File: config.mk
export PLATFORM = sky130hd
export DESIGN_NAME = two_rail_transposition_cipher
export DESIGN_NICKNAME = d
export VERILOG_FILES = /design/src/rtl/trtc_pkg.sv /design/src/rtl/two_rail_transposition_cipher.sv /design/src/rtl/trtc_ram.sv
export SDC_FILE = /design/constraint.sdc
export NUM_CORES = 1
export LEC_CHECK = 0
export BUFFER_PORTS_ARGS = -buffer_cell sky130_fd_sc_hd__buf_2
export CORE_MARGIN = 2
export CORE_UTILIZATION = 57
export CTS_CLUSTER_DIAMETER = 100
export DETAILED_ROUTE_END_ITERATION = 10
export PLACE_DENSITY_LB_ADDON = 0.12
export SLEW_MARGIN = 20
export SYNTH_ARGS = -nofsm -noshare
export SYNTH_HDL_FRONTEND = slang
export SYNTH_SLANG_ARGS = --single-unit
export TNS_END_PERCENT = 1
File: constraint.sdc
create_clock -name i_clk -period 3.4 [get_ports i_clk]
set_clock_uncertainty 0.05 [all_clocks]
set_input_delay 0.51 -clock i_clk [delete_from_list [all_inputs] [get_ports i_clk]]
set_output_delay 0.51 -clock i_clk [all_outputs]
set_load 0.05 [all_outputs]
File: src/rtl/trtc_pkg.sv
`timescale 1ns / 1ps
// ----------------------------------------------------------------------------
// trtc_pkg
// Shared types and constants for the two-rail transposition cipher.
// ----------------------------------------------------------------------------
package trtc_pkg;

    localparam int MAX_LEN_DEF = 64;

    typedef enum logic {
        S_LOAD = 1'b0,
        S_EMIT = 1'b1
    } t_state;

endpackage

File: src/rtl/two_rail_transposition_cipher.sv
`timescale 1ns / 1ps
// ----------------------------------------------------------------------------
// two_rail_transposition_cipher
// Buffers one message and emits it permuted over two rails.
// ----------------------------------------------------------------------------
// Bytes are taken one per cycle while busy is low; the byte with the end mark
// closes the message and the block turns busy. It then reads the message
// buffer through its one registered read port once per byte. Results appear
// on o_strobe in the cycle after each read and cannot be stalled; the last
// result of a run shows up in the first cycle busy is low again, so loading
// of the next message overlaps it. Bytes beyond MAX_LEN are dropped and
// o_overflow is set on every result of that run. The decrypt mode register
// is sampled while the run is emitted.
// ----------------------------------------------------------------------------
module two_rail_transposition_cipher #(
    parameter int MAX_LEN = trtc_pkg::MAX_LEN_DEF
) (
    input  logic       i_clk,
    input  logic       i_rst_n,
    input  logic       start,
    output logic       busy,
    input  logic [7:0] i_data_byte,
    input  logic       i_end_of_message,
    input  logic       i_cfg_valid,
    output logic       o_cfg_ready,
    input  logic       i_cfg_data,
    output logic       o_strobe,
    output logic [7:0] o_out_byte,
    output logic       o_last_of_run,
    output logic       o_overflow
);

    localparam int AW = $clog2(MAX_LEN);
    localparam int CW = $clog2(MAX_LEN + 1);
    localparam logic [CW-1:0] LEN_MAX = CW'(MAX_LEN);

    trtc_pkg::t_state r_state, n_state;
    logic [CW-1:0] r_count, n_count;
    logic [CW-1:0] r_n, n_n;
    logic [CW-1:0] r_half, n_half;
    logic [AW-1:0] r_k, n_k;
    logic          r_ovf, n_ovf;
    logic          r_decrypt;
    logic          r_rd_vld, n_rd_vld;
    logic          r_rd_last, n_rd_last;
    logic          r_rd_ovf, n_rd_ovf;

    logic          req;
    logic          full;
    logic          wr_en;
    logic [CW-1:0] src;
    logic [CW-1:0] k_ext;
    logic [CW-1:0] msg_len;

    assign req         = start && !busy;
    assign full        = (r_count == LEN_MAX);
    assign wr_en       = req && !full;
    assign k_ext       = CW'(r_k);
    assign msg_len     = full ? r_count : r_count + CW'(1);
    assign o_cfg_ready = 1'b1;

    // Source position for output slot k
    always_comb begin
        if (!r_decrypt) begin
            if (k_ext < r_half) begin
                src = k_ext << 1;
            end else begin
                src = ((k_ext - r_half) << 1) | CW'(1);
            end
        end else begin
            if (!k_ext[0]) begin
                src = k_ext >> 1;
            end else begin
                src = r_half + (k_ext >> 1);
            end
        end
    end

    always_comb begin
        n_state   = r_state;
        n_count   = r_count;
        n_n       = r_n;
        n_half    = r_half;
        n_k       = r_k;
        n_ovf     = r_ovf;
        n_rd_vld  = 1'b0;
        n_rd_last = 1'b0;
        n_rd_ovf  = r_ovf;
        busy      = 1'b0;
        unique case (r_state)
            trtc_pkg::S_LOAD: begin
                if (req) begin
                    if (wr_en) begin
                        n_count = r_count + CW'(1);
                    end else begin
                        n_ovf = 1'b1;
                    end
                    if (i_end_of_message) begin
                        n_n     = msg_len;
                        // ceil(n/2) without growing past the count width
                        n_half  = msg_len - (msg_len >> 1);
                        n_k     = '0;
                        n_state = trtc_pkg::S_EMIT;
                    end
                end
            end
            trtc_pkg::S_EMIT: begin
                busy      = 1'b1;
                n_rd_vld  = 1'b1;
                n_rd_last = (k_ext == r_n - CW'(1));
                n_k       = r_k + AW'(1);
                // last read issued: drop the message and reopen for loading
                if (n_rd_last) begin
                    n_count = '0;
                    n_ovf   = 1'b0;
                    n_state = trtc_pkg::S_LOAD;
                end
            end
            default: begin
                n_state = trtc_pkg::S_LOAD;
            end
        endcase
    end

    always_ff @(posedge i_clk) begin
        if (!i_rst_n) begin
            r_state   <= trtc_pkg::S_LOAD;
            r_count   <= '0;
            r_ovf     <= 1'b0;
            r_decrypt <= 1'b0;
            r_rd_vld  <= 1'b0;
        end else begin
            r_state  <= n_state;
            r_count  <= n_count;
            r_ovf    <= n_ovf;
            r_rd_vld <= n_rd_vld;
            if (i_cfg_valid && o_cfg_ready) begin
                r_decrypt <= i_cfg_data;
            end
        end
    end

    always_ff @(posedge i_clk) begin
        r_n       <= n_n;
        r_half    <= n_half;
        r_k       <= n_k;
        r_rd_last <= n_rd_last;
        r_rd_ovf  <= n_rd_ovf;
    end

    trtc_ram #(
        .WIDTH(8),
        .DEPTH(MAX_LEN)
    ) u_store (
        .i_clk  (i_clk),
        .i_we   (wr_en),
        .i_waddr(r_count[AW-1:0]),
        .i_wdata(i_data_byte),
        .i_raddr(src[AW-1:0]),
        .o_rdata(o_out_byte)
    );

    assign o_strobe      = r_rd_vld;
    assign o_last_of_run = r_rd_last;
    assign o_overflow    = r_rd_ovf;

`ifndef ASSERT_OFF
    a_count_bound: assert property (@(posedge i_clk) disable iff (!i_rst_n)
        r_count <= LEN_MAX)
        else $error("byte count above buffer size");

    a_strobe_from_emit: assert property (@(posedge i_clk) disable iff (!i_rst_n)
        o_strobe |-> $past(r_state == trtc_pkg::S_EMIT))
        else $error("result without a preceding read");

    a_last_reopens: assert property (@(posedge i_clk) disable iff (!i_rst_n)
        (o_strobe && o_last_of_run) |-> (r_state == trtc_pkg::S_LOAD && r_count <= CW'(1)))
        else $error("last result while still emitting");

    a_emit_no_write: assert property (@(posedge i_clk) disable iff (!i_rst_n)
        (r_state == trtc_pkg::S_EMIT) |-> !wr_en)
        else $error("buffer written during a run");
`endif

endmodule

File: src/rtl/trtc_ram.sv
`timescale 1ns / 1ps
// ----------------------------------------------------------------------------
// trtc_ram
// Generic RAM with one write port and one registered read port.
// ----------------------------------------------------------------------------
module trtc_ram #(
    parameter int WIDTH = 8,
    parameter int DEPTH = 64
) (
    input  logic                     i_clk,
    input  logic                     i_we,
    input  logic [$clog2(DEPTH)-1:0] i_waddr,
    input  logic [WIDTH-1:0]         i_wdata,
    input  logic [$clog2(DEPTH)-1:0] i_raddr,
    output logic [WIDTH-1:0]         o_rdata
);

    logic [WIDTH-1:0] r_mem [DEPTH];
    logic [WIDTH-1:0] r_rdata;

    always_ff @(posedge i_clk) begin
        if (i_we) begin
            r_mem[i_waddr] <= i_wdata;
        end
        r_rdata <= r_mem[i_raddr];
    end

    assign o_rdata = r_rdata;

endmodule

Word level (Yosys, flattened, before mapping):

Memory sizes are Yosys's and may differ from the RTL's. A register that Yosys moved wholly into a read port is not among the register bits.
Cells that the tools add are included.

* add/sub/neg operators: 6
* order comparisons: 1
* equal/unequal tests: 7
* mux-type cells: 22
* bitwise gates (word level): 1
* reduce and logical (&&, ||, !) cells: 8

Operators with widths (count)
* two-way mux 6 bit: 5
* two-way mux 7 bit: 4
* case mux 7 bit (2 select lines): 1
* case mux 6 bit (2 select lines): 1
* two-way mux 1 bit: 9
* AND reduction 3 bit: 3
* adder 7 x 1 -> 7 bit, second input constant: 1
* equality test 6 x 7 -> 1 bit: 1
* equality test 7 bit, second input constant: 1
* less-than comparator 6 x 7 -> 1 bit: 1
* subtractor 7 x 1 -> 7 bit, second input constant: 1
* subtractor 7 x 6 -> 7 bit: 1
* adder 6 x 1 -> 6 bit, second input constant: 1
* adder 6 x 5 -> 6 bit: 1
* != test 2 bit, second input constant: 3
* subtractor 5 bit: 1
* != test 2 x 1 -> 1 bit, second input constant: 2
* case mux 1 bit (2 select lines): 2
* logical AND 1 bit: 2
* zero test 1 bit: 2
* AND reduction 2 bit: 1
* inverter 1 bit: 1

* register bits: 33
* bits in writable memories: 512
* output and inout bits: 13
* word-level logic and storage cells: 56
* memories: 1

Memory list
* u_store.r_mem: words 64, width 8, rd ports 1, clocked after memory_dff 1, write ports 1, RTL line trtc_ram.sv:18 `logic [WIDTH-1:0] r_mem [DEPTH];`

Depth between registers and ports, before layout:

Gate-level depths: netlist (run 1).

* depth after elaboration: 7
* mapped depth: 14
* mapped depth without buffers: 13

Cells and area by module:

From an unflattened synthesis (run 1), not the netlist that was laid out.

* cell total of the unflattened synthesis: 1179
* area total of the unflattened synthesis: 22481.6 um^2

By module, submodules not included
* trtc_ram: times used 1, cells an instance 940, area an instance 20166.8 um^2, sequential area each 15534.9 um^2
* two_rail_transposition_cipher: times used 1, cells an instance 239, area an instance 2314.7 um^2, sequential area each 860.8 um^2

Worst setup path after synthesis (run 1):

Ideal clock, no wire load.

* path type: register to register
* from: reg r_k[2]
* to: reg u_store.r_rdata[0] (netlist: u_store.o_rdata[0]) (read register of u_store.r_mem)
* setup time: 0.086 ns
* arrival time: 2.961 ns
* path slack: 0.302 ns
* cell stages (with the launch flop): 14
* buffers on the path: 3
* period minus slack after synthesis: 3.098 ns
* cells stage by stage: edfxtp_1 > clkbuf_1 > inv_1 > fa_1 > nor2b_1 > nor3_1 > o21ai_0 > o211a_1 > buf_2 > clkbuf_1 > mux2_2 > a22oi_1 > nand4_1 > a221oi_2

* cells in the longest elaborated chain, start to end: 3

Ends and longest elaborated chain
* from (decl): RTL line two_rail_transposition_cipher.sv:41 `logic [AW-1:0] r_k, n_k;`
* from (signal assigned): RTL line two_rail_transposition_cipher.sv:146 `r_k <= n_k;`
* adder 6 x 5 -> 6 bit, or another cell as far along: RTL line two_rail_transposition_cipher.sv:74 `src = r_half + (k_ext >> 1);`
* two-way mux 6 bit, on equally long branches: RTL line two_rail_transposition_cipher.sv:71, two_rail_transposition_cipher.sv:65
* two-way mux 6 bit (*): RTL line two_rail_transposition_cipher.sv:64 `if (!r_decrypt) begin`
* to (decl): RTL line trtc_ram.sv:19 `logic [WIDTH-1:0] r_rdata;`

Mark *: on every way between the ends. The rest lies on a longest branch, timed or not.
A chain may end at the register's enable or synchronous reset.

Final worst setup path (run 1):

* from: reg r_half[0]
* to: reg u_store.r_rdata[0] (netlist: u_store.o_rdata[0]) (read register of u_store.r_mem)

* cells in the longest elaborated chain, start to end: 3

Ends and longest elaborated chain
* from (decl): RTL line two_rail_transposition_cipher.sv:40 `logic [CW-1:0] r_half, n_half;`
* from (signal assigned): RTL line two_rail_transposition_cipher.sv:145 `r_half <= n_half;`
* adder 6 x 5 -> 6 bit, or another cell as far along: RTL line two_rail_transposition_cipher.sv:74
* two-way mux 6 bit, on equally long branches: RTL line two_rail_transposition_cipher.sv:71, two_rail_transposition_cipher.sv:65
* two-way mux 6 bit (*): RTL line two_rail_transposition_cipher.sv:64

Marks and branches as above.

==> results of run 1 <==
[per-layer routing]
metal	part of all wire [%]	wire [microns]
met2	45	26800
met4	2.3	1390
met1	43	25300
met3	9.7	5750
met5	0	0
[critical path: cells and delay by family, from the launching register on]
| kind | cells | cell delay, ns |
|---|---|---|
| AO/OA/AOI/OAI | 4 | 0.91 |
| adder cells (fa/ha/maj) | 2 | 0.73 |
| multiplexers | 2 | 0.46 |
| flip-flops | 1 | 0.44 |
| buffers and inverters | 3 | 0.39 |
| AND/OR/NAND/NOR | 2 | 0.37 |
[logic make-up (layout without fill, tap and decap cells)]
logic type,count (synthesis),after routing
AO/OA/AOI/OAI,159,159
XOR/XNOR,22,22
adder cells (fa/ha/maj),24,24
buffers and inverters,108,322
flip-flops,553,553
multiplexers,189,189
other,1,3
AND/OR/NAND/NOR,468,468
[power by group through the flow]
| stage | clock network [W] | registers [W] | logic [W] |
|---|---|---|---|
| after floorplan | 0 | 0.00791 | 0.00144 |
| after global placement | 0 | 0.00781 | 0.00245 |
| after detailed placement | 0 | 0.00780 | 0.00248 |
| after CTS | 0.00590 | 0.00766 | 0.00272 |
| after global routing | 0.00616 | 0.00766 | 0.00298 |
| final | 0.00584 | 0.00767 | 0.00282 |
[placed cells by master, fill, tap and decap left out, types with 13 or more instances in the layout]
cell and n:
edfxtp_1 532, nand2_1 180, a22oi_2 16, mux4_2 24
dfxtp_1 21, ha_1 15, buf_12 14, nor2_1 81
and2_1 13, and3_1 16, nand3_1 103, a21oi_1 14
mux2i_1 109, buf_2 24, clkinv_2 13, o21ai_0 13
mux2_2 48, a22oi_1 14, o211ai_1 14, inv_1 21
buf_4 152, clkbuf_16 56
[final cells by class]
class | count | share of cell area, %
Timing Repair Buffer | 203 | 6.74
Inverter | 22 | 0.303
Clock buffer | 66 | 5.19
Sequential cell | 553 | 60.1
Tap cell | 532 | 2.44
Clock inverter | 31 | 1.08
Multi-Input combinational cell | 863 | 24.2
Antenna cell | 2 | 0.0183
[final timing paths]
path | startpoint | to | slack (ns) | depth (start not counted)
worst min-delay path | i_cfg_data | r_decrypt | 0.13 | 3
worst max-delay path | r_half[0] | u_store.o_rdata[0] | -0.04 | 13
worst min register to register | n_rd_ovf | o_overflow | 0.30 | 0
worst max register to register | r_half[0] | u_store.o_rdata[0] | -0.04 | 13
[sequential cells by signal (all words and copies together), names as in the netlist, 6 cells and up]
register / count
r_k: 6
r_half: 7
r_n: 7
r_count: 7
u_store.r_mem: 512
u_store.o_rdata: 8
[through the flow]
stage               cells  worst slack [ns]
finish               2272           -0.0381
global route         2270           -0.0844
CTS                  2258           0.00311
detailed placement   2135            -0.459
global placement     2135            -0.378
floorplan            1524             0.302
[what timing repair did]
action	4_1_cts	5_1_grt
resized for setup	27	32
setup endpoints to repair	8	8
setup buffers	21	14
cloned	6	0
pin swaps	17	22
==> impl_metrics.env, run 1 <==
export IMPL_status="finished, violations left"
export IMPL_violations="negative setup slack"
export IMPL_die_x_microns=206
export IMPL_n_fill_cell=2806
export IMPL_routed_via_density=6.12
export IMPL_power_frac_clock_pct=35.8
export IMPL_hold_path_class="primary input to register"
export IMPL_ant_nets=0
export IMPL_slew_viol_final=0
export IMPL_avgRoutedWirePerCell_microns=26.1
export IMPL_path_cells="ha_2 -> inv_1 -> fa_2 -> nand2_1 -> o211ai_1 -> o211ai_4 -> buf_12 -> buf_16 -> mux2i_2 -> mux2_2 -> a22oi_2 -> nand4_1 -> a221oi_2"
export IMPL_met1_usage_pct=42.7
export IMPL_synth_area_sq_um=23300
export IMPL_final_area_sq_um=27300
export IMPL_synth_compound_area_share_pct=5.54
export IMPL_fmax_mhz=291
export IMPL_synth_top_area_share_pct=68.4
export IMPL_internal_power_w=0.0121
export IMPL_start_util_pct=57.4
export IMPL_cp_arrival_ns=3.92
export IMPL_drv_cap=0
export IMPL_worst_pin_slew_ns=1.05
export IMPL_grt_ovfl_total=0
export IMPL_place_area_sq_um=24800
export IMPL_slowest_delay_ns=0.52
export IMPL_synthAdderAreaFrac_pct=1.38
export IMPL_htree_levels=2
export IMPL_async_flop_share_pct=0
export IMPL_clk_pin_slew_worst_paths_ns=0.06
export IMPL_numCtsBuffers=55
export IMPL_drive_gt1_share_pct=24.5
export IMPL_synth_top_area_cell="edfxtp_1"
export IMPL_wl_microns=59300
export IMPL_synthToLayoutAreaGrowth_pct=16.9
export IMPL_grtUsageTotal_pct=28.4
export IMPL_grt_first_pass_wirelength_microns=86700
export IMPL_cts_root_buf="clkbuf_16"
export IMPL_synth_seq_area_share_pct=70.2
export IMPL_port_buffers=25
export IMPL_antenna_found_initial=1
export IMPL_die_h_microns=206
export IMPL_synth_nets=1562
export IMPL_ys_seq_elements=553
export IMPL_synthCells=1524
export IMPL_rsz0062_at_grt="yes"
export IMPL_use_met2_pct=42.9
export IMPL_synth_area_leaders="edfxtp_1, mux2i_1, nand2_1, mux2_2, mux4_2"
export IMPL_fin_crit_ns=3.44
export IMPL_synth_edf_count=532
export IMPL_layout_setup_ws_ns=-0.0381
export IMPL_path_class="register to register"
export IMPL_coreArea_sq_um=40600
export IMPL_hold_ws_ns=0.126
export IMPL_switchingPower_w=0.00427
export IMPL_ios=27
export IMPL_power_leakage_nw=9.69
export IMPL_p_sw_share_pct=26.2
export IMPL_clk_latency_ns=0.61
export IMPL_dieArea_sq_um=42600
export IMPL_cts_num_sinks=553
export IMPL_drt_pass1_iter_count=5
export IMPL_seqCellArea_sq_um=16400
export IMPL_yosysUniqueCellTypes=77
export IMPL_grt_pass1_vias=13300
export IMPL_grtUsageMet3_pct=5.38
export IMPL_synth_commonest_cells="edfxtp_1, nand2_1, mux2i_1, nand3_1, nor2_1"
export IMPL_crit_path_top_delay_cell="fa_2"
export IMPL_final_util_pct=67.2
export IMPL_grt_max_degree=65
export IMPL_clock_path_buffers=3
export IMPL_yosysMostFrequentCell="edfxtp_1"
export IMPL_drc_errors=0
export IMPL_yosys_warnings=0
export IMPL_cp_required_ns=3.88
export IMPL_cts_hold_repair_buffers=0
export IMPL_synth_area_per_cell_sq_um=15.3
export IMPL_final_nets=1736
export IMPL_maxSlewHeadroom_pct=29.8
export IMPL_cp_max_fo=14
export IMPL_synth_top_family_by_area="multiplexers"
export IMPL_ys_flop_type="edfxtp_1"
export IMPL_gp_congestion=0.851
export IMPL_synth_xor_area_share_pct=0.825
export IMPL_multi_input_area_sq_um=6600
export IMPL_num_vias=13900
export IMPL_synth_simple_area_share_pct=9.50
export IMPL_cp_end_kind="register"
export IMPL_p_per_area_nw_per_um2=598
export IMPL_vdd_ir_drop_max_uv=462
export IMPL_start_kind="register"
export IMPL_totalPowerFinal_w=0.0163
export IMPL_synth_area_mux_share_pct=9.94
export IMPL_fin_crit_sh_pct=101
export IMPL_tns_ns=-0.0381
export IMPL_hold_viol_final=0
export IMPL_finalSetupViolCount=1
export IMPL_top_usage_layer="met2"
export IMPL_drt_iter0_drc=1752
export IMPL_comb_power_share_pct=17.3
export IMPL_fp_row_count=74
export IMPL_sequentialPowerShare_pct=47.0
export IMPL_cts_tree="yes"
export IMPL_dp_final_hpwl_microns=37400
Power figures use the tool's default switching activity.
==> inputs of run 2 (changes only) <==
--- a/config.mk
+++ b/config.mk
@@ -10,7 +10,7 @@
 export CORE_UTILIZATION = 57
 export CTS_CLUSTER_DIAMETER = 100
 export DETAILED_ROUTE_END_ITERATION = 10
-export PLACE_DENSITY_LB_ADDON = 0.12
+export PLACE_DENSITY = 0.73
 export SLEW_MARGIN = 20
 export SYNTH_ARGS = -nofsm -noshare
 export SYNTH_HDL_FRONTEND = slang
==> run 2 against run 1 <==
Against the previous run:
- the run still ends with negative setup slack left
- critical path type unchanged
- global-route usage decreased by 0.92 points
- via count is 2.1% higher
- sequential power decreased by 0.8%
- hold slack better by 0.0040 ns
- critical path depth up 2
- final area up 0.31%
- die area stayed put
- largest cell class unchanged
==> impl_metrics.env, run 2 (synthesized netlist as in run 1, its figures left out) <==
export IMPL_min_to="r_decrypt"
export IMPL_largest_reg_flops=512
export IMPL_coreArea_sq_um=40600
export IMPL_synthToLayoutAreaGrowth_pct=17.3
export IMPL_fp_row_count=74
export IMPL_clk_latency_ns=0.61
export IMPL_slew_viol_final=0
export IMPL_port_buffers=25
export IMPL_power_frac_clock_pct=37.5
export IMPL_die_h_microns=206
export IMPL_dieArea_sq_um=42600
export IMPL_fin_crit_sh_pct=101
export IMPL_final_area_sq_um=27400
export IMPL_hold_path_class="primary input to register"
export IMPL_reg2reg_depth=15
export IMPL_min_from="i_cfg_data"
export IMPL_p_sw_share_pct=25.8
export IMPL_maxSlewHeadroom_pct=42.0
export IMPL_numCtsBuffers=54
export IMPL_drt_pass1_iter_count=6
export IMPL_drv_cap=0
export IMPL_grt_first_pass_wirelength_microns=84600
export IMPL_cp_max_fo=15
export IMPL_hold_ws_ns=0.130
export IMPL_cp_end_kind="register"
export IMPL_routed_via_density=6.26
export IMPL_cp_arrival_ns=3.89
export IMPL_wl_microns=59900
export IMPL_power_leakage_nw=9.72
export IMPL_start_kind="register"
export IMPL_violations="negative setup slack"
export IMPL_fmax_mhz=292
export IMPL_grt_max_degree=65
export IMPL_n_fill_cell=2650
export IMPL_ios=27
export IMPL_cts_hold_repair_buffers=0
export IMPL_antenna_found_initial=0
export IMPL_grtUsageTotal_pct=27.5
export IMPL_num_vias=14200
export IMPL_final_common_cell="edfxtp_1"
export IMPL_reg2reg_from="r_half[1]"
export IMPL_finalSetupViolCount=1
export IMPL_status="finished, violations left"
export IMPL_p_per_area_nw_per_um2=611
export IMPL_place_area_sq_um=24900
export IMPL_fin_crit_ns=3.42
export IMPL_worstReg2RegEnd="u_store.o_rdata[3]"
export IMPL_worst_pin_slew_ns=0.870
export IMPL_gp_congestion=0.891
export IMPL_avgRoutedWirePerCell_microns=26.4
export IMPL_internal_power_w=0.0124
export IMPL_diodes=0
export IMPL_grt_pass1_vias=13600
export IMPL_clk_pin_slew_worst_paths_ns=0.06
export IMPL_vdd_ir_drop_max_uv=417
export IMPL_most_common_layout_cells="edfxtp_1, nand2_1, buf_4, mux2i_1, nand3_1"
export IMPL_r2r_slack_ns=-0.02
export IMPL_hold_path_depth=3
export IMPL_htree_levels=2
export IMPL_start_util_pct=57.4
export IMPL_rsz0062_at_grt="yes"
export IMPL_drt_iter0_drc=1856
export IMPL_drive_gt1_share_pct=24.8
export IMPL_comb_power_share_pct=17.0
export IMPL_clock_path_buffers=3
export IMPL_ant_nets=0
export IMPL_dp_final_hpwl_microns=35600
export IMPL_layout_setup_ws_ns=-0.0214
export IMPL_cts_num_sinks=553
export IMPL_path_class="register to register"
export IMPL_sequentialPowerShare_pct=45.5
export IMPL_cp_required_ns=3.87
export IMPL_drc_errors=0
export IMPL_top_register="u_store.r_mem"
export IMPL_hold_viol_final=0
export IMPL_die_x_microns=206
export IMPL_switchingPower_w=0.00432
export IMPL_cts_tree="yes"
export IMPL_tns_ns=-0.0214
export IMPL_cts_root_buf="clkbuf_16"
export IMPL_final_nets=1729
export IMPL_grt_ovfl_total=0
## run 2: cell types whose count changed in the layout (fill, tap and decap cells not counted), sizes merged
cell,previous run,this run
buf,198,191
bufbuf,4,0
bufinv,5,7
clkbuf,67,76
clkinv,23,20
clkinvlp,1,3
diode,2,0
inv,24,22
o211a,3,4
## run 2: how the worst max path moves through the flow
stage               from                 end  slack [ns]  cells past startpoint
2_1_floorplan     r_k[2]  u_store.o_rdata[0]        0.30                     13
3_3_place_gp   r_half[1]  u_store.o_rdata[4]       -0.11                     13
3_5_place_dp   r_half[1]  u_store.o_rdata[4]       -0.19                     13
4_1_cts        r_half[1]  u_store.o_rdata[5]       -0.02                     13
5_1_grt           r_k[1]  u_store.o_rdata[4]       -0.04                     13
6_report       r_half[1]  u_store.o_rdata[3]       -0.02                     15
## run 2: per-stage QoR
step | total power, W | cells | util [%] | setup WS [ns]
floorplan | 0.00935 | 1524 | - | 0.302
global placement | 0.0102 | 2134 | 61.2 | -0.110
detailed placement | 0.0102 | 2134 | 61.2 | -0.194
CTS | 0.0165 | 2239 | 66.2 | -0.0226
global route | 0.0172 | 2268 | 67.4 | -0.0366
finish | 0.0167 | 2268 | 67.4 | -0.0214
## run 2: what timing repair did
action / in CTS / in global routing
gates resized for setup: 14 / 45
buffers inserted: 2 / 24
endpoints found under the setup margin: 8 / 8
gates cloned: 2 / 7
pin swaps: 2 / 21
## run 2: per-layer routing
| metal | global-route usage (%) | share of wire, % |
|---|---|---|
| met4 | 8.90 | 3.4 |
| met1 | 38.8 | 39 |
| met5 | 0 | 0 |
| met2 | 42.3 | 47 |
| met3 | 6.75 | 11 |
## run 2: final cells by class
cell class | count | area, sq um | share of cell area (%)
Inverter | 22 | 82.6 | 0.302
Clock buffer | 71 | 1550 | 5.66
Multi-Input combinational cell | 864 | 6570 | 24.0
Clock inverter | 30 | 330 | 1.21
Sequential cell | 553 | 16400 | 59.9
Timing Repair Buffer | 196 | 1790 | 6.55
Tap cell | 532 | 666 | 2.43
## run 2: critical path, cell delays in order (launching register included)
cell and delay (ns):
edfxtp_1 0.43, inv_2 0.10, ha_1 0.23, nor2b_2 0.19, o31a_1 0.29, o211ai_1 0.18
buf_4 0.16, o211ai_4 0.07, buf_12 0.18, buf_12 0.13, clkbuf_16 0.19, mux2i_1 0.13
mux2_2 0.27, a22oi_2 0.32, nand4_1 0.19, a221oi_2 0.21
## run 2: power groups by stage
stage / Clock [W] / Combinational [W] / Sequential, W
detailed placement: 0 / 0.00247 / 0.00775
global route: 0.00657 / 0.00297 / 0.00761
CTS: 0.00632 / 0.00256 / 0.00761
global placement: 0 / 0.00242 / 0.00775
finish: 0.00628 / 0.00284 / 0.00761
floorplan: 0 / 0.00144 / 0.00791
